$ cat src/rtl/core/depth_stencil_test_unit_defines.svh
// ----------------------------------------------------------------------------
// depth stencil test unit assertion macros
// concurrent property checks, empty when SYNTHESIS is defined
// ----------------------------------------------------------------------------
`ifndef DEPTH_STENCIL_TEST_UNIT_DEFINES_SVH
`define DEPTH_STENCIL_TEST_UNIT_DEFINES_SVH

`ifndef SYNTHESIS

// same-cycle implication
`define DST_ASSERT_IMP(lbl, clk, rst, ante, cons) \
   lbl: assert property (@(posedge clk) disable iff (rst) (ante) |-> (cons)) \
      else $error("depth stencil unit: same-cycle check failed");

// next-cycle implication
`define DST_ASSERT_NXT(lbl, clk, rst, ante, cons) \
   lbl: assert property (@(posedge clk) disable iff (rst) (ante) |=> (cons)) \
      else $error("depth stencil unit: next-cycle check failed");

`else

`define DST_ASSERT_IMP(lbl, clk, rst, ante, cons)
`define DST_ASSERT_NXT(lbl, clk, rst, ante, cons)

`endif

`endif

$ cat src/rtl/core/dst_pkg.sv
// ----------------------------------------------------------------------------
// dst_pkg
// types, codes and compare / stencil operation functions of the depth
// stencil test unit
// ----------------------------------------------------------------------------
`default_nettype none

package dst_pkg;

   localparam int LOCATIONS   = 16384;
   localparam int LOC_W       = 14;
   localparam int DEPTH_W     = 24;
   localparam int STENCIL_W   = 8;
   localparam int ACTION_W    = 2;
   localparam int CSR_IDX_W   = 3;
   localparam int CSR_DATA_W  = 16;
   localparam int SETUP_W     = 12;
   localparam int REQ_TDATA_W = 48;
   localparam int RSP_TDATA_W = 40;

   // item kinds
   localparam logic [ACTION_W-1:0] ACT_TEST        = 2'd0;
   localparam logic [ACTION_W-1:0] ACT_CLR_DEPTH   = 2'd1;
   localparam logic [ACTION_W-1:0] ACT_CLR_STENCIL = 2'd2;

   // compare functions
   localparam logic [2:0] FN_NEVER         = 3'd0;
   localparam logic [2:0] FN_LESS          = 3'd1;
   localparam logic [2:0] FN_EQUAL         = 3'd2;
   localparam logic [2:0] FN_LESS_EQUAL    = 3'd3;
   localparam logic [2:0] FN_GREATER       = 3'd4;
   localparam logic [2:0] FN_NOT_EQUAL     = 3'd5;
   localparam logic [2:0] FN_GREATER_EQUAL = 3'd6;
   localparam logic [2:0] FN_ALWAYS        = 3'd7;

   // stencil operations
   localparam logic [2:0] OP_KEEP      = 3'd0;
   localparam logic [2:0] OP_ZERO      = 3'd1;
   localparam logic [2:0] OP_REPLACE   = 3'd2;
   localparam logic [2:0] OP_INCR_SAT  = 3'd3;
   localparam logic [2:0] OP_DECR_SAT  = 3'd4;
   localparam logic [2:0] OP_INVERT    = 3'd5;
   localparam logic [2:0] OP_INCR_WRAP = 3'd6;
   localparam logic [2:0] OP_DECR_WRAP = 3'd7;

   // register indexes
   localparam logic [CSR_IDX_W-1:0] REG_Z_TEST_ON          = 3'd0;
   localparam logic [CSR_IDX_W-1:0] REG_Z_FUNC             = 3'd1;
   localparam logic [CSR_IDX_W-1:0] REG_DEPTH_WRITE_ENABLE = 3'd2;
   localparam logic [CSR_IDX_W-1:0] REG_S_TEST_ON          = 3'd3;
   localparam logic [CSR_IDX_W-1:0] REG_STENCIL_MASKS      = 3'd4;
   localparam logic [CSR_IDX_W-1:0] REG_S_REF              = 3'd5;
   localparam logic [CSR_IDX_W-1:0] REG_FRONT_SETUP        = 3'd6;
   localparam logic [CSR_IDX_W-1:0] REG_BACK_SETUP         = 3'd7;

   localparam logic [STENCIL_W-1:0] STENCIL_MAX = 8'hFF;

   typedef enum logic {
      ST_IDLE,
      ST_EXEC
   } dst_state_type;

   typedef struct packed {
      logic                  z_test_on;
      logic [2:0]            z_func;
      logic                  depth_write_enable;
      logic                  s_test_on;
      logic [CSR_DATA_W-1:0] stencil_masks;
      logic [STENCIL_W-1:0]  s_ref;
      logic [SETUP_W-1:0]    front_setup;
      logic [SETUP_W-1:0]    back_setup;
   } dst_cfg_type;

   localparam dst_cfg_type CFG_RESET = '{
      z_test_on:          1'b0,
      z_func:             FN_LESS,
      depth_write_enable: 1'b1,
      s_test_on:          1'b0,
      stencil_masks:      16'hFFFF,
      s_ref:              8'h00,
      front_setup:        12'h007,
      back_setup:         12'h007
   };

   typedef struct packed {
      logic [ACTION_W-1:0]  action;
      logic [LOC_W-1:0]     location;
      logic [DEPTH_W-1:0]   frag_depth;
      logic                 back_facing;
      logic [STENCIL_W-1:0] stencil_value;
   } dst_item_type;

   typedef struct packed {
      logic                 passed;
      logic                 z_pass;
      logic                 s_pass;
      logic [STENCIL_W-1:0] stored_stencil;
      logic [DEPTH_W-1:0]   stored_depth;
   } dst_result_type;

   typedef struct packed {
      logic                 rd_en;
      logic [LOC_W-1:0]     rd_addr;
      logic [LOC_W-1:0]     wr_addr;
      logic                 depth_we;
      logic                 stencil_we;
      logic [DEPTH_W-1:0]   depth_wdata;
      logic [STENCIL_W-1:0] stencil_wdata;
   } dst_mem_ctrl_type;

   function automatic logic dst_compare(input logic [2:0] fn,
                                        input logic [DEPTH_W-1:0] a,
                                        input logic [DEPTH_W-1:0] b);
      logic res;
      case (fn)
         FN_NEVER:         res = 1'b0;
         FN_LESS:          res = (a < b);
         FN_EQUAL:         res = (a == b);
         FN_LESS_EQUAL:    res = (a <= b);
         FN_GREATER:       res = (a > b);
         FN_NOT_EQUAL:     res = (a != b);
         FN_GREATER_EQUAL: res = (a >= b);
         FN_ALWAYS:        res = 1'b1;
         default:          res = 1'b1;
      endcase
      return res;
   endfunction

   function automatic logic [STENCIL_W-1:0] dst_stencil_op(
      input logic [2:0]           op,
      input logic [STENCIL_W-1:0] refv,
      input logic [STENCIL_W-1:0] cur);
      logic [STENCIL_W-1:0] res;
      case (op)
         OP_KEEP:      res = cur;
         OP_ZERO:      res = '0;
         OP_REPLACE:   res = refv;
         OP_INCR_SAT:  res = (cur == STENCIL_MAX) ? STENCIL_MAX : STENCIL_W'(cur + 8'd1);
         OP_DECR_SAT:  res = (cur == '0) ? '0 : STENCIL_W'(cur - 8'd1);
         OP_INVERT:    res = ~cur;
         OP_INCR_WRAP: res = STENCIL_W'(cur + 8'd1);
         OP_DECR_WRAP: res = STENCIL_W'(cur - 8'd1);
         default:      res = cur;
      endcase
      return res;
   endfunction

endpackage

`default_nettype wire

$ cat src/rtl/core/dst_csr.sv
// ----------------------------------------------------------------------------
// dst_csr
// configuration registers of the depth stencil test unit
// ----------------------------------------------------------------------------
`default_nettype none

module dst_csr (
   input  wire logic                           clock,
   input  wire logic                           reset,
   input  wire logic                           csr_we,
   input  wire logic [dst_pkg::CSR_IDX_W-1:0]  csr_index,
   input  wire logic [dst_pkg::CSR_DATA_W-1:0] csr_wdata,
   output      dst_pkg::dst_cfg_type           cfg
);

   import dst_pkg::*;

   dst_cfg_type cfg_ff;
   dst_cfg_type cfg_in;

   always_comb begin
      cfg_in = cfg_ff;
      if (csr_we) begin
         case (csr_index)
            REG_Z_TEST_ON:          cfg_in.z_test_on          = csr_wdata[0];
            REG_Z_FUNC:             cfg_in.z_func             = csr_wdata[2:0];
            REG_DEPTH_WRITE_ENABLE: cfg_in.depth_write_enable = csr_wdata[0];
            REG_S_TEST_ON:          cfg_in.s_test_on          = csr_wdata[0];
            REG_STENCIL_MASKS:      cfg_in.stencil_masks      = csr_wdata;
            REG_S_REF:              cfg_in.s_ref              = csr_wdata[STENCIL_W-1:0];
            REG_FRONT_SETUP:        cfg_in.front_setup        = csr_wdata[SETUP_W-1:0];
            REG_BACK_SETUP:         cfg_in.back_setup         = csr_wdata[SETUP_W-1:0];
            default:                cfg_in = cfg_ff;
         endcase
      end
   end

   always_ff @(posedge clock) begin
      if (reset) begin
         cfg_ff <= CFG_RESET;
      end else begin
         cfg_ff <= cfg_in;
      end
   end

   assign cfg = cfg_ff;

endmodule

`default_nettype wire

$ cat config.mk
export PLATFORM = sky130hd
export DESIGN_NAME = dst_csr
export DESIGN_NICKNAME = d
export VERILOG_FILES = /design/src/rtl/core/depth_stencil_test_unit_defines.svh /design/src/rtl/core/dst_pkg.sv /design/src/rtl/core/dst_csr.sv
export SDC_FILE = /design/constraint.sdc
export NUM_CORES = 1
export LEC_CHECK = 0
export BUFFER_PORTS_ARGS = -buffer_cell sky130_fd_sc_hd__buf_2
export CAP_MARGIN = 20
export CORE_AREA = 10 10 82 84
export CTS_CLUSTER_SIZE = 25
export DETAILED_ROUTE_END_ITERATION = 7
export DIE_AREA = 0 0 92 94
export GPL_ROUTABILITY_DRIVEN = 0
export GPL_TIMING_DRIVEN = 0
export PLACE_DENSITY = 0.71
export SYNTH_ARGS = -nofsm -noshare
export SYNTH_HDL_FRONTEND = slang
export SYNTH_SLANG_ARGS = --single-unit
$ cat constraint.sdc
create_clock -name clock -period 1.4 [get_ports clock]
set_input_delay 0.07 -clock clock [delete_from_list [all_inputs] [get_ports clock]]
set_output_delay 0.07 -clock clock [all_outputs]
set_load 0.01 [all_outputs]
Yosys cells after proc, flatten, opt, wreduce, memory -nomap -nowiden
Cells that the tools add are included.

storage, ports and cells
  register bits after elaboration = 54
  bits of input ports = 22
  output and inout port bits = 54
  word-level logic and storage cells = 24

operators by class
  equality and inequality tests = 7
  reduce and logical (&&, ||, !) cells = 9

operator list
  operator            count
  $reduce_and 2->1    8
  $eq 3x3->1 const B  4
  $eq 3x2->1 const B  2
  $eq 3x1->1 const B  1
  $logic_not 3->1     1

Depth between registers and ports, before layout
  depth after elaboration = 2
  mapped depth = 5
  mapped depth without buffers = 2

Worst setup path after synthesis
No wires, ideal clock.

  path type = input -> register
  from = input port csr_index[1] (netlist name)
  to = register cfg_ff (netlist bit cfg[32])
  setup time = 0.072 ns
  arrival time = 0.950 ns
  required time = 1.328 ns
  slack = 0.379 ns
  stages = 5
  path buffers = 3
  cell sequence = buf_2 nor4bb_4 buf_6 buf_12 mux2i_1

on the way
  cells in the longest elaborated chain, start to end = 2

ends and longest elaborated chain
  item                               RTL line       source
  start, declared                    dst_csr.sv:11  input wire logic [dst_pkg::CSR_IDX_W-1:0] csr_index,
  $eq 3x3->1                         dst_csr.sv:24  case (csr_index)
  $reduce_and 2->1 (no source line)  -
  end signal, assigned               dst_csr.sv:42  cfg_ff <= cfg_in;
  end, declared                      dst_csr.sv:18  dst_cfg_type cfg_ff;

No other way between the ends.
A chain may end at the register's enable or synchronous reset.

Worst setup path in the final report
  from = input port csr_index[0] (netlist name)
  to = register cfg_ff (netlist bit cfg[39])

Same word-level chain as after synthesis.

==> implementation parameters <==
Parameter                              Value

Floorplanning
  Number of standard-cell rows in the floorplan    26
  Die area    8648 µm²
  Die W    92 µm
  Die height    94 µm
  Effective utilization at floorplan    44.28%
  I/O pins    76
  Core Area    5075 µm²

Worst setup path
  Endpoint type of the worst setup path    flip-flop
  Category of the worst setup path launch point    input port
  Highest-delay cell along the critical path    sky130_fd_sc_hd__nor4bb_4
  Required time reported for the critical path endpoint    1630 ps
  Launching point of the worst reg2reg path    cfg[28]
  Slowest Stage Delay on Critical Path    310 ps
  Cell family with most CP delay    buffers and inverters
  Arrival time at the worst endpoint    1090 ps
  Setup CP Type    in -> reg
  Sum of buffers and inverters on the critical path    3
  Slack of the worst reg-to-reg path    770 ps
  Worst Setup SP    csr_index[0]
  Highest net fanout along the worst path    10
  Crit path cell chain    buf_2 -> nor4bb_4 -> buf_6 -> buf_12 -> mux2i_1

Clock network
  Count of H-tree levels built during CTS    2
  Clock buffers created by TritonCTS    5
  TritonCTS clock tree    done
  # Post-CTS Setup Buffers    0
  Clock Sink Count    54
  Clock tree buffer depth    2
  Hold_buf cts    0
  CTS root buf    sky130_fd_sc_hd__clkbuf_8
  Clock edge transition at the registers on the reported setup and hold paths    100 ps
  Latest clock arrival within the worst-skew pair    300 ps
  Resized cells post-CTS    0

Power
  Sw Share    24.12%
  Net load switching power    0.0006654 W
  Part of the total power dissipated in sequential elements    57.5%
  Combinational group share of total power    10.0%
  Worst VDD drop    0.0005331 V
  Proportion of power drawn by the clock network    32.5%
  Total leakage power    1.265 nW
  Total power per unit cell area    990.3 nW/µm²
  Pint    0.002093 W

Synthesis
  Post-synthesis sequential area ratio    48.11%
  Synthesized flop and latch total    54
  Yosys cell types    17
  Post-Synthesis Cells    216
  Number of flops mapped to enable cells by yosys    0
  Main synth FF type    sky130_fd_sc_hd__dfxtp_1
  Most area-hungry cell type in the Yosys netlist    sky130_fd_sc_hd__dfxtp_1
  Top cells by count, synth    sky130_fd_sc_hd__dfxtp_1 (54), sky130_fd_sc_hd__mux2i_1 (54), sky130_fd_sc_hd__nand2b_1 (42), sky130_fd_sc_hd__nor2_1 (40), sky130_fd_sc_hd__buf_2 (6)
  Post-Syn Area    2247 µm²
  Warning count from the yosys run    0
  Synth top area cells    sky130_fd_sc_hd__dfxtp_1 (48%), sky130_fd_sc_hd__mux2i_1 (24%), sky130_fd_sc_hd__nand2b_1 (12%), sky130_fd_sc_hd__nor2_1 (6.7%), sky130_fd_sc_hd__buf_2 (1.3%)
  Post-Syn Area per Cell    10.40 µm²
  Fraction of synthesis flops using an asynchronous set or reset pin    0%
  Yosys top cell area share    48.11%
  Net count of the mapped netlist    238

Final layout
  Share of the core filled with cells in the final layout    54.88%
  Number of diodes    0
  Share of cells above drive strength 1    31.53%
  Number of flip-flops under the largest register name    54
  Final net count    316
  Final instance area    2785 µm²
  P&R area growth vs syn    23.94%
  Fin cells    365
  Final-layout fill cell count    492

Timing
  Final worst path period share    61.50%
  Final hold violations    0
  Sum Neg Setup Slack    0 ps
  Min Tclk post-route    861.0 ps
  Slew at the pin closest to its max-slew limit    486.9 ps
  Max Clock Skew    0 ps
  Hold_ws    22.65 ps
  Max_slew headroom    67.54%
  Final Max Slew Viols    0
  Fmax    1162 MHz
  RSZ-0062 raised after global routing    false
  Total setup violations reported at the end of the flow    0

Job
  Max cap viols    0

Global routing
  Antenna violations before repair    0
  GRT Resource Usage Total    12.78%
  Number of global-route vias before repair    1797
  Pin count of the biggest net entering global routing    17
  Total congestion overflow    0
  Global-route wire length before repair    8.921 mm

Detailed routing
  Number of design rule violations left after detail routing    0
  Final routed wirelength across all metal layers    5.668 mm
  Post-DR wirelength/cell    15.53 µm
  DRT iter0 DRCs    59
  First-pass iteration count of the detailed router    4
  Per-cell via count in the routed design    4.652
  Vias post-DR    1698
  Remaining antenna violation count after routing    0

Place
  Placement-stage cell area    2690 µm²
  Count of port buffers added during placement    71
  Hpwl dp    4.253 mm
  Post-Place Cells    357

Run status
  Result of the run    completed

Worst hold path
  Worst hold path class    in -> reg
  Hold_sp    csr_wdata[12]
## cell usage in the layout (no fill, tap or decap)
| master | n |
|---|---|
| sky130_fd_sc_hd__clkbuf_8 | 6 |
| sky130_fd_sc_hd__nand2b_1 | 42 |
| sky130_fd_sc_hd__nand4bb_1 | 1 |
| sky130_fd_sc_hd__dfxtp_1 | 54 |
| sky130_fd_sc_hd__clkinv_2 | 1 |
| sky130_fd_sc_hd__nor4bb_1 | 1 |
| sky130_fd_sc_hd__clkinvlp_4 | 1 |
| sky130_fd_sc_hd__clkbuf_2 | 1 |
| sky130_fd_sc_hd__nor4bb_4 | 1 |
| sky130_fd_sc_hd__nor4b_1 | 1 |
| sky130_fd_sc_hd__buf_6 | 1 |
| sky130_fd_sc_hd__buf_2 | 77 |
| sky130_fd_sc_hd__nand4b_1 | 2 |
| sky130_fd_sc_hd__nand4_2 | 1 |
| sky130_fd_sc_hd__nor2_1 | 40 |
| sky130_fd_sc_hd__buf_12 | 1 |
| sky130_fd_sc_hd__and4b_1 | 2 |
| sky130_fd_sc_hd__buf_4 | 3 |
| sky130_fd_sc_hd__mux2i_1 | 54 |
| sky130_fd_sc_hd__clkbuf_1 | 5 |
## worst paths after layout
path / endpoint / cells past startpoint
setup / recovery: cfg[39] / 5
hold / removal: cfg[44] / 3
setup reg to reg: cfg[28] / 2
hold reg to reg: cfg[24] / 2
## power groups by stage
stage                     logic, W  clock network (W)  registers, W
after floorplan           0.000153                  0       0.00164
after global placement    0.000279                  0       0.00162
after detailed placement  0.000282                  0       0.00162
after CTS                 0.000283           0.000930       0.00159
after global routing      0.000305           0.000981       0.00159
final                     0.000277           0.000896       0.00158
## worst reg2reg max path: stages, from the launching register on
cell                       delay (ps)
sky130_fd_sc_hd__dfxtp_1          360
sky130_fd_sc_hd__nand2b_1          60
sky130_fd_sc_hd__mux2i_1          140
## cell families (layout without fill, tap and decap cells)
family | after synthesis | in the layout | share of synthesized area (%)
and+or+nand+nor | 91 | 91 | 23.05
muxes | 54 | 54 | 24.05
DFF | 54 | 54 | 48.11
buffers and inverters | 17 | 96 | 4.788
## metrics by stage
stage	total power (W)	setup slack, ps
2_1_floorplan	0.001791	378.6
3_3_place_gp	0.001899	251.9
3_5_place_dp	0.001903	227.1
4_1_cts	0.002799	525.5
5_1_grt	0.002876	436.7
6_report	0.002758	539.0
## final cells by class
| cell class | count | area, µm² | area share (%) |
|---|---|---|---|
| flip-flops and latches | 54 | 1081 | 38.81 |
| multi-input cells | 145 | 1059 | 38.01 |
| clock buffers | 6 | 82.58 | 2.965 |
| repair buffers | 71 | 355.3 | 12.76 |
| plain buffers | 17 | 107.6 | 3.863 |
| well taps | 70 | 87.58 | 3.145 |
| clock inverters | 2 | 12.51 | 0.4492 |
## per-layer routing
layer | vias up | wire length, µm | part of all wire, % | track usage [%]
met3 | 4 | 315 | 5.6 | 3.917
met2 | 47 | 2780 | 49 | 22.24
li1 | 870 | - | - | -
met1 | 777 | 2512 | 44 | 14.35
met4 | 0 | 59 | 1.0 | 4.756
met5 | - | 0 | 0 | 0
No activity file was read; power rests on OpenSTA's default activity.
