### src/rtl/core/depth_stencil_test_unit_defines.svh
// ----------------------------------------------------------------------------
// depth stencil test unit assertion macros
// concurrent property checks, empty when SYNTHESIS is defined
// ----------------------------------------------------------------------------
`ifndef DEPTH_STENCIL_TEST_UNIT_DEFINES_SVH
`define DEPTH_STENCIL_TEST_UNIT_DEFINES_SVH

`ifndef SYNTHESIS

// same-cycle implication
`define DST_ASSERT_IMP(lbl, clk, rst, ante, cons) \
   lbl: assert property (@(posedge clk) disable iff (rst) (ante) |-> (cons)) \
      else $error("depth stencil unit: same-cycle check failed");

// next-cycle implication
`define DST_ASSERT_NXT(lbl, clk, rst, ante, cons) \
   lbl: assert property (@(posedge clk) disable iff (rst) (ante) |=> (cons)) \
      else $error("depth stencil unit: next-cycle check failed");

`else

`define DST_ASSERT_IMP(lbl, clk, rst, ante, cons)
`define DST_ASSERT_NXT(lbl, clk, rst, ante, cons)

`endif

`endif

### src/rtl/core/dst_pkg.sv
// ----------------------------------------------------------------------------
// dst_pkg
// types, codes and compare / stencil operation functions of the depth
// stencil test unit
// ----------------------------------------------------------------------------
`default_nettype none

package dst_pkg;

   localparam int LOCATIONS   = 16384;
   localparam int LOC_W       = 14;
   localparam int DEPTH_W     = 24;
   localparam int STENCIL_W   = 8;
   localparam int ACTION_W    = 2;
   localparam int CSR_IDX_W   = 3;
   localparam int CSR_DATA_W  = 16;
   localparam int SETUP_W     = 12;
   localparam int REQ_TDATA_W = 48;
   localparam int RSP_TDATA_W = 40;

   // item kinds
   localparam logic [ACTION_W-1:0] ACT_TEST        = 2'd0;
   localparam logic [ACTION_W-1:0] ACT_CLR_DEPTH   = 2'd1;
   localparam logic [ACTION_W-1:0] ACT_CLR_STENCIL = 2'd2;

   // compare functions
   localparam logic [2:0] FN_NEVER         = 3'd0;
   localparam logic [2:0] FN_LESS          = 3'd1;
   localparam logic [2:0] FN_EQUAL         = 3'd2;
   localparam logic [2:0] FN_LESS_EQUAL    = 3'd3;
   localparam logic [2:0] FN_GREATER       = 3'd4;
   localparam logic [2:0] FN_NOT_EQUAL     = 3'd5;
   localparam logic [2:0] FN_GREATER_EQUAL = 3'd6;
   localparam logic [2:0] FN_ALWAYS        = 3'd7;

   // stencil operations
   localparam logic [2:0] OP_KEEP      = 3'd0;
   localparam logic [2:0] OP_ZERO      = 3'd1;
   localparam logic [2:0] OP_REPLACE   = 3'd2;
   localparam logic [2:0] OP_INCR_SAT  = 3'd3;
   localparam logic [2:0] OP_DECR_SAT  = 3'd4;
   localparam logic [2:0] OP_INVERT    = 3'd5;
   localparam logic [2:0] OP_INCR_WRAP = 3'd6;
   localparam logic [2:0] OP_DECR_WRAP = 3'd7;

   // register indexes
   localparam logic [CSR_IDX_W-1:0] REG_Z_TEST_ON          = 3'd0;
   localparam logic [CSR_IDX_W-1:0] REG_Z_FUNC             = 3'd1;
   localparam logic [CSR_IDX_W-1:0] REG_DEPTH_WRITE_ENABLE = 3'd2;
   localparam logic [CSR_IDX_W-1:0] REG_S_TEST_ON          = 3'd3;
   localparam logic [CSR_IDX_W-1:0] REG_STENCIL_MASKS      = 3'd4;
   localparam logic [CSR_IDX_W-1:0] REG_S_REF              = 3'd5;
   localparam logic [CSR_IDX_W-1:0] REG_FRONT_SETUP        = 3'd6;
   localparam logic [CSR_IDX_W-1:0] REG_BACK_SETUP         = 3'd7;

   localparam logic [STENCIL_W-1:0] STENCIL_MAX = 8'hFF;

   typedef enum logic {
      ST_IDLE,
      ST_EXEC
   } dst_state_type;

   typedef struct packed {
      logic                  z_test_on;
      logic [2:0]            z_func;
      logic                  depth_write_enable;
      logic                  s_test_on;
      logic [CSR_DATA_W-1:0] stencil_masks;
      logic [STENCIL_W-1:0]  s_ref;
      logic [SETUP_W-1:0]    front_setup;
      logic [SETUP_W-1:0]    back_setup;
   } dst_cfg_type;

   localparam dst_cfg_type CFG_RESET = '{
      z_test_on:          1'b0,
      z_func:             FN_LESS,
      depth_write_enable: 1'b1,
      s_test_on:          1'b0,
      stencil_masks:      16'hFFFF,
      s_ref:              8'h00,
      front_setup:        12'h007,
      back_setup:         12'h007
   };

   typedef struct packed {
      logic [ACTION_W-1:0]  action;
      logic [LOC_W-1:0]     location;
      logic [DEPTH_W-1:0]   frag_depth;
      logic                 back_facing;
      logic [STENCIL_W-1:0] stencil_value;
   } dst_item_type;

   typedef struct packed {
      logic                 passed;
      logic                 z_pass;
      logic                 s_pass;
      logic [STENCIL_W-1:0] stored_stencil;
      logic [DEPTH_W-1:0]   stored_depth;
   } dst_result_type;

   typedef struct packed {
      logic                 rd_en;
      logic [LOC_W-1:0]     rd_addr;
      logic [LOC_W-1:0]     wr_addr;
      logic                 depth_we;
      logic                 stencil_we;
      logic [DEPTH_W-1:0]   depth_wdata;
      logic [STENCIL_W-1:0] stencil_wdata;
   } dst_mem_ctrl_type;

   function automatic logic dst_compare(input logic [2:0] fn,
                                        input logic [DEPTH_W-1:0] a,
                                        input logic [DEPTH_W-1:0] b);
      logic res;
      case (fn)
         FN_NEVER:         res = 1'b0;
         FN_LESS:          res = (a < b);
         FN_EQUAL:         res = (a == b);
         FN_LESS_EQUAL:    res = (a <= b);
         FN_GREATER:       res = (a > b);
         FN_NOT_EQUAL:     res = (a != b);
         FN_GREATER_EQUAL: res = (a >= b);
         FN_ALWAYS:        res = 1'b1;
         default:          res = 1'b1;
      endcase
      return res;
   endfunction

   function automatic logic [STENCIL_W-1:0] dst_stencil_op(
      input logic [2:0]           op,
      input logic [STENCIL_W-1:0] refv,
      input logic [STENCIL_W-1:0] cur);
      logic [STENCIL_W-1:0] res;
      case (op)
         OP_KEEP:      res = cur;
         OP_ZERO:      res = '0;
         OP_REPLACE:   res = refv;
         OP_INCR_SAT:  res = (cur == STENCIL_MAX) ? STENCIL_MAX : STENCIL_W'(cur + 8'd1);
         OP_DECR_SAT:  res = (cur == '0) ? '0 : STENCIL_W'(cur - 8'd1);
         OP_INVERT:    res = ~cur;
         OP_INCR_WRAP: res = STENCIL_W'(cur + 8'd1);
         OP_DECR_WRAP: res = STENCIL_W'(cur - 8'd1);
         default:      res = cur;
      endcase
      return res;
   endfunction

endpackage

`default_nettype wire

### src/rtl/core/dst_core.sv
// ----------------------------------------------------------------------------
// dst_core
// item sequencer: issues the store read, runs the depth and stencil tests,
// writes back and holds the result register
// ----------------------------------------------------------------------------
`default_nettype none
`include "depth_stencil_test_unit_defines.svh"

module dst_core (
   input  wire logic                          clock,
   input  wire logic                          reset,
   input  wire dst_pkg::dst_cfg_type          cfg,
   input  wire logic                          req_tvalid,
   output      logic                          req_tready,
   input  wire dst_pkg::dst_item_type         req_item,
   output      logic                          rsp_tvalid,
   input  wire logic                          rsp_tready,
   output      dst_pkg::dst_result_type       rsp_result,
   output      dst_pkg::dst_mem_ctrl_type     mem_ctrl,
   input  wire logic [dst_pkg::DEPTH_W-1:0]   depth_rd_data,
   input  wire logic [dst_pkg::STENCIL_W-1:0] stencil_rd_data
);

   import dst_pkg::*;

   dst_state_type  state_ff;
   dst_state_type  state_in;
   dst_item_type   item_ff;
   logic           rsp_valid_ff;
   logic           rsp_valid_in;
   dst_result_type rsp_result_ff;

   logic           accept;
   logic           load;

   logic [STENCIL_W-1:0] rmask;
   logic [STENCIL_W-1:0] wmask;
   logic [SETUP_W-1:0]   setup;
   logic                 dp;
   logic                 sp;
   logic [2:0]           op;
   logic [STENCIL_W-1:0] op_val;
   logic [STENCIL_W-1:0] merged;
   logic                 depth_we;
   logic                 stencil_we;
   dst_result_type       result;

   // state transition
   always_comb begin
      state_in = state_ff;
      case (state_ff)
         ST_IDLE: begin
            if (req_tvalid) begin
               state_in = ST_EXEC;
            end
         end
         ST_EXEC: begin
            if (!rsp_valid_ff || rsp_tready) begin
               state_in = ST_IDLE;
            end
         end
         default: state_in = ST_IDLE;
      endcase
   end

   // sequencer outputs
   always_comb begin
      req_tready = 1'b0;
      load       = 1'b0;
      case (state_ff)
         ST_IDLE: req_tready = 1'b1;
         ST_EXEC: load       = !rsp_valid_ff || rsp_tready;
         default: begin
            req_tready = 1'b0;
            load       = 1'b0;
         end
      endcase
   end

   assign accept = req_tvalid && req_tready;

   // test and update
   always_comb begin
      rmask  = cfg.stencil_masks[STENCIL_W-1:0];
      wmask  = cfg.stencil_masks[CSR_DATA_W-1:STENCIL_W];
      setup  = item_ff.back_facing ? cfg.back_setup : cfg.front_setup;
      dp     = cfg.z_test_on ?
               dst_compare(cfg.z_func, item_ff.frag_depth, depth_rd_data) : 1'b1;
      sp     = cfg.s_test_on ?
               dst_compare(setup[2:0],
                           {{(DEPTH_W-STENCIL_W){1'b0}}, cfg.s_ref & rmask},
                           {{(DEPTH_W-STENCIL_W){1'b0}}, stencil_rd_data & rmask}) : 1'b1;
      if (!sp) begin
         op = setup[5:3];
      end else if (!dp) begin
         op = setup[8:6];
      end else begin
         op = setup[11:9];
      end
      op_val = dst_stencil_op(op, cfg.s_ref, stencil_rd_data);
      merged = (stencil_rd_data & ~wmask) | (op_val & wmask);

      depth_we   = 1'b0;
      stencil_we = 1'b0;
      result     = '{passed: 1'b0, z_pass: 1'b0, s_pass: 1'b0,
                     stored_stencil: stencil_rd_data, stored_depth: depth_rd_data};
      case (item_ff.action)
         ACT_TEST: begin
            stencil_we    = cfg.s_test_on;
            depth_we      = dp && sp && cfg.depth_write_enable;
            result.passed = dp && sp;
            result.z_pass = dp;
            result.s_pass = sp;
            if (cfg.s_test_on) begin
               result.stored_stencil = merged;
            end
            if (depth_we) begin
               result.stored_depth = item_ff.frag_depth;
            end
         end
         ACT_CLR_DEPTH: begin
            depth_we            = 1'b1;
            result.stored_depth = item_ff.frag_depth;
         end
         ACT_CLR_STENCIL: begin
            stencil_we            = 1'b1;
            result.stored_stencil = item_ff.stencil_value;
         end
         default: begin
            depth_we   = 1'b0;
            stencil_we = 1'b0;
         end
      endcase
   end

   always_comb begin
      mem_ctrl.rd_en         = accept;
      mem_ctrl.rd_addr       = req_item.location;
      mem_ctrl.wr_addr       = item_ff.location;
      mem_ctrl.depth_we      = load && depth_we;
      mem_ctrl.stencil_we    = load && stencil_we;
      mem_ctrl.depth_wdata   = result.stored_depth;
      mem_ctrl.stencil_wdata = result.stored_stencil;
   end

   always_comb begin
      if (load) begin
         rsp_valid_in = 1'b1;
      end else if (rsp_tready) begin
         rsp_valid_in = 1'b0;
      end else begin
         rsp_valid_in = rsp_valid_ff;
      end
   end

   always_ff @(posedge clock) begin
      if (reset) begin
         state_ff     <= ST_IDLE;
         rsp_valid_ff <= 1'b0;
      end else begin
         state_ff     <= state_in;
         rsp_valid_ff <= rsp_valid_in;
      end
   end

   always_ff @(posedge clock) begin
      if (accept) begin
         item_ff <= req_item;
      end
      if (load) begin
         rsp_result_ff <= result;
      end
   end

   assign rsp_tvalid = rsp_valid_ff;
   assign rsp_result = rsp_result_ff;

   `DST_ASSERT_NXT(a_accept_to_exec, clock, reset, accept, state_ff == ST_EXEC)
   `DST_ASSERT_IMP(a_no_write_when_held, clock, reset,
                   (state_ff == ST_EXEC) && rsp_valid_ff && !rsp_tready,
                   !mem_ctrl.depth_we && !mem_ctrl.stencil_we)
   `DST_ASSERT_IMP(a_passed_needs_both, clock, reset, rsp_valid_ff && rsp_result_ff.passed,
                   rsp_result_ff.z_pass && rsp_result_ff.s_pass)
   `DST_ASSERT_NXT(a_clear_flags_low, clock, reset, load && (item_ff.action != ACT_TEST),
                   !rsp_result_ff.passed && !rsp_result_ff.z_pass
                   && !rsp_result_ff.s_pass)

endmodule

`default_nettype wire

### config.mk
export PLATFORM = sky130hd
export DESIGN_NAME = dst_core
export DESIGN_NICKNAME = d
export VERILOG_FILES = /design/src/rtl/core/dst_pkg.sv /design/src/rtl/core/dst_core.sv
export VERILOG_INCLUDE_DIRS = /design/src /design/src/rtl/core
export SDC_FILE = /design/constraint.sdc
export NUM_CORES = 1
export LEC_CHECK = 0
export BUFFER_PORTS_ARGS = -buffer_cell sky130_fd_sc_hd__buf_4
export CORE_UTILIZATION = 45
export CTS_BUF_LIST = sky130_fd_sc_hd__clkbuf_8 sky130_fd_sc_hd__clkbuf_16
export DETAILED_ROUTE_END_ITERATION = 8
export PLACE_DENSITY = 0.87
export SLEW_MARGIN = 20
export SYNTH_ARGS = -nofsm -noshare
export SYNTH_HDL_FRONTEND = slang
export SYNTH_SLANG_ARGS = --single-unit
### constraint.sdc
create_clock -name clock -period 3.6 [get_ports clock]
set_input_delay 0 -clock clock [delete_from_list [all_inputs] [get_ports clock]]
set_output_delay 0 -clock clock [all_outputs]
set_load 0.01 [all_outputs]
; After elaboration in Yosys (flattened, before gate mapping)
; Index checks and enable logic that the tools add are counted.
[word_totals]
reg_bits = 86
out_inout_bits = 100
input_bits = 139
elab_cells = 94
[classes]
n_lt_le_gt_ge = 8
reduce_logical = 13
eq_ne = 28
muxes = 23
add_sub_neg = 2
n_bitwise = 8
[op_table]
columns = cell, n
row1 = $pmux 8 s8, 1
row2 = $pmux 24 s2, 1
row3 = $eq 3x3->1 const B, 12
row4 = $and 8x8->8, 4
row5 = $eq 24x24->1, 1
row6 = $ge 24x24->1, 1
row7 = $gt 24x24->1, 1
row8 = $le 24x24->1, 1
row9 = $lt 24x24->1, 1
row10 = $mux 24, 1
row11 = $mux 8, 3
row12 = $ne 24x24->1, 1
row13 = $eq 3x2->1 const B, 6
row14 = $not 8->8, 2
row15 = $pmux 1 s8, 2
row16 = $pmux 8 s2, 1
row17 = $mux 12, 1
row18 = $eq 3x1->1 const B, 3
row19 = $logic_not 3->1, 3
row20 = $add 8x1->8 const B, 1
row21 = $eq 8x8->1, 1
row22 = $eq 8x8->1 const B, 1
row23 = $ge 8x8->1, 1
row24 = $gt 8x8->1, 1
row25 = 17 further kinds, 31

; Longest topological paths before layout
[logic_depth]
word_depth = 11
mapped_depth = 16

; Worst setup path after synthesis
; Ideal clock, no wire load.
[synth_timing]
kind = register -> register
start = register item_ff[31] in the netlist's numbering
end = register rsp_result_ff, in the netlist rsp_result[29] (data pin)
n_path_buf = 1
setup_time_ps = 297
path_stages_with_launch = 14
arrival_ps = 3072
slack_ps = 232
required_time_ps = 3303
path_cell_list = edfxtp_1 ha_1 a21oi_1 nand2_1 a221oi_1 nand3_1 a211oi_2 nor2_4 o311ai_4 a31oi_4 buf_6 a311o_1 o21ai_1 a31oi_1
[synth_rtl]
columns = item, line_no
row1 = from (decl), dst_core.sv:28  ; dst_item_type item_ff;
row2 = from (signal assigned), dst_core.sv:168  ; item_ff <= req_item;
row3 = to (signal assigned), dst_core.sv:171  ; rsp_result_ff <= result;
row4 = to (decl), dst_core.sv:31  ; dst_result_type rsp_result_ff;

==> results.tsv <==
metric	value	unit
initial antenna violation count	0	
met2 Use GR	60.41	%
CTS tree	built	
met3 GRT Util	7.893	%
Final GP Congestion	0.9613	
startpoint types	flop	
Layout area overhead	63.10	%
final wirelength	21420	µm
worst r2r src	item_ff[28]$_DFFE_PP_	
Req. time, crit path	3.60	ns
hold path cells	2	
Via density	5.781	
most frequent cells in the layout	buf_4 (269), edfxtp_1 (84), dlygate4sd3_1 (71)	
Core ar.	11610	µm²
Layout fillers	684	
Synth Cell Area	5435	µm²
critical path class	flop to output port	
Hold Path End	rsp_result[4]$_DFFE_PP_	
Pwr Density	379.3	nW/µm²
Yosys cell types	67	
Row Count	39	
Setup TNS Final	-7.667	ns
Final setup viols	39	
GRT Total Usage	34.02	%
Post-DP HPWL	13500	µm
max_slew headroom	37.05	%
largest net degree at the start of global routing	31	
async set or reset register ratio after synthesis	0	%
Mapped Cells	485	
layout cells sized above 1	47.45	%
Worst IR Drop VDD	0.4019	mV
final net count	975	
status	complete, but fails checks	
Vias	5480	
Post-synth EDFFs	84	
Worst-path clk slew	0.07	ns
Die Y-Extent	111.9	µm
max-slew violation count	0	
RSZ-0062 raised after global routing	yes	
die width	111.9	µm
Max Clock Skew	0.008576	ns
Ys Warns	0	
initial core utilization	46.80	%
met1 usage	38.74	%
Clock H-tree levels	3	
ys flop type	edfxtp_1	
Seq/Total Area, Yosys	47.15	%
Antenna Cells	0	
Reg2Reg Capture Point	rsp_result[29]$_DFFE_PP_	
Hold Path Class	input pin to flop	
Syn Area/Cell	11.21	µm²
# DRC	13	
CTS Sinks	86	
Worst R2R Path Depth	14	
CP arrival	4.01	ns
total congestion overflow	0	
flop2flop setup slack	-0.22	ns
fmax	249.3	MHz
first-pass GRT wire length	31860	µm
leak pwr	0.003835	µW
clock tree buffer depth	2	
Ports	239	
most common cell after layout, fill and taps aside	buf_4	
time the worst path needs with I/O delays and setup	4.012	ns
CP endpoint kind	output port	
Max FO, Critical Path	5	
max-cap viol count	0	
Port-buffer cells	238	
Setup Slack @ Placement	-0.2082	ns
Setup WS post-layout	-0.4117	ns
Tcrit/Tclk final	111.4	%
iteration count of the initial detailed-routing pass	7	
global route hottest layer	met2	
vias in the first global route	5819	
clock buffer count from CTS	9	
Yosys reg bits	86	
final hold violation count	0	
die area	12520	µm²
worst skew pair latency	0.35	ns
failing checks	DRC, setup timing	
remaining antenna violation count	0	
Synth Net Count	659	
wire length per cell	22.59	µm
DRT iter0 DRCs	418	
Worst-Margin Slew	0.9422	ns
Root Buffer	clkbuf_16	
hold path start	depth_rd_data[4]	
[final cells by class]
type | instances | area, µm² | area share (%)
timing repair buffer | 354 | 2945 | 33.23
tap | 143 | 178.9 | 2.018
clock inverter | 6 | 93.84 | 1.059
sequential | 86 | 2562 | 28.91
inverter | 36 | 135.1 | 1.524
clock buffer | 9 | 225.2 | 2.541
multi-input combinational | 314 | 2724 | 30.73
[routing by layer]
layer,vias up,wire (µm)
li1,2427,-
met1,2613,7876
met2,367,10870
met3,73,1780
met4,0,892
met5,-,0
[synth_stat cells, types with 3 or more instances]
master,instances,area (µm²)
a211oi_1,11,82.58
a21oi_1,21,105.1
and2_1,10,62.56
buf_2,5,25.02
buf_4,34,255.2
clkbuf_1,8,30.03
edfxtp_1,84,2522
ha_1,35,437.9
inv_1,36,135.1
mux2_2,29,326.6
mux2i_1,7,70.07
nand2_1,31,116.4
nand2b_1,4,25.02
nand3_1,13,65.06
nand4_1,12,75.07
nor2_1,31,116.4
nor2b_1,5,31.28
nor3_1,12,60.06
nor4_1,4,25.02
o2111ai_1,3,26.28
o21a_1,5,37.54
o21ai_0,9,45.04
o221ai_1,3,26.28
o22ai_1,5,31.28
xnor2_1,4,35.03
xor2_1,7,61.31
[registers in the layout (all words and copies together) (netlist names)]
register / count
item_ff: 35
mem_ctrl: 14
rsp_result: 35
rsp_tvalid: 1
state_ff: 1
[kinds of logic (layout without fill, tap and decap cells)]
family	count (synthesis)	after routing	synth area share [%]
flops	86	86	47.15
mux	36	36	7.297
compound gates	92	92	13.03
xor+xnor	11	11	1.773
buf+inv	85	405	8.609
fa+ha+maj	35	35	8.057
simple gates	140	140	14.09
[power breakdown]
part           switching (µW)  leakage, µW  internal, µW  total (µW)
combinational             542      0.00287           556        1100
sequential               40.3     0.000814          1190        1230
clock                     426     0.000153           611        1040
total                    1010      0.00383          2350        3360
[metrics by stage]
step	utilization [%]	hold WS, ns	cells	power, µW	cell area (µm²)
2_1_floorplan	-	0.06907	485	1696	5435
3_3_place_gp	63.66	0.1658	851	2106	7393
3_5_place_dp	63.66	0.1690	851	2124	7393
4_1_cts	75.20	0.002804	943	3269	8733
5_1_grt	76.33	0.009782	948	3463	8865
6_report	76.33	0.01620	948	3363	8865
[how the worst max path moves through the flow]
stage / startpoint / endpoint / slack [ns] / cells past startpoint
2_1_floorplan: item_ff[31]$_DFFE_PP_ / rsp_result[29]$_DFFE_PP_ / 0.23 / 13
6_report: item_ff[28]$_DFFE_PP_ / mem_ctrl[6] / -0.41 / 16
4_1_cts: item_ff[17]$_DFFE_PP_ / mem_ctrl[2] / -0.20 / 17
3_5_place_dp: item_ff[28]$_DFFE_PP_ / rsp_result[30]$_DFFE_PP_ / -0.21 / 13
3_3_place_gp: item_ff[17]$_DFFE_PP_ / rsp_result[30]$_DFFE_PP_ / -0.08 / 12
5_1_grt: item_ff[28]$_DFFE_PP_ / mem_ctrl[0] / -0.53 / 15
[critical path, stage by stage (launching register included)]
cell       delay, ns
edfxtp_1        0.46
ha_4            0.33
nand4_1         0.20
buf_4           0.21
nor2_2          0.12
nand3b_1        0.18
a221oi_2        0.37
or4_4           0.24
nor2_4          0.06
buf_12          0.13
o311a_4         0.39
nor4_4          0.37
nor3_2          0.07
buf_4           0.18
o2111ai_1       0.07
o21a_1          0.16
buf_4           0.13
[repair_timing]
item	4_1_cts	5_1_grt
setup endpoints to repair	39	63
cloned	0	1
buffers inserted	7	3
endpoints found under the hold margin	69	1
pin swaps	31	8
hold buffers	70	1
gates resized for setup	47	15
Note: power is estimated with default switching activity, not from simulation.
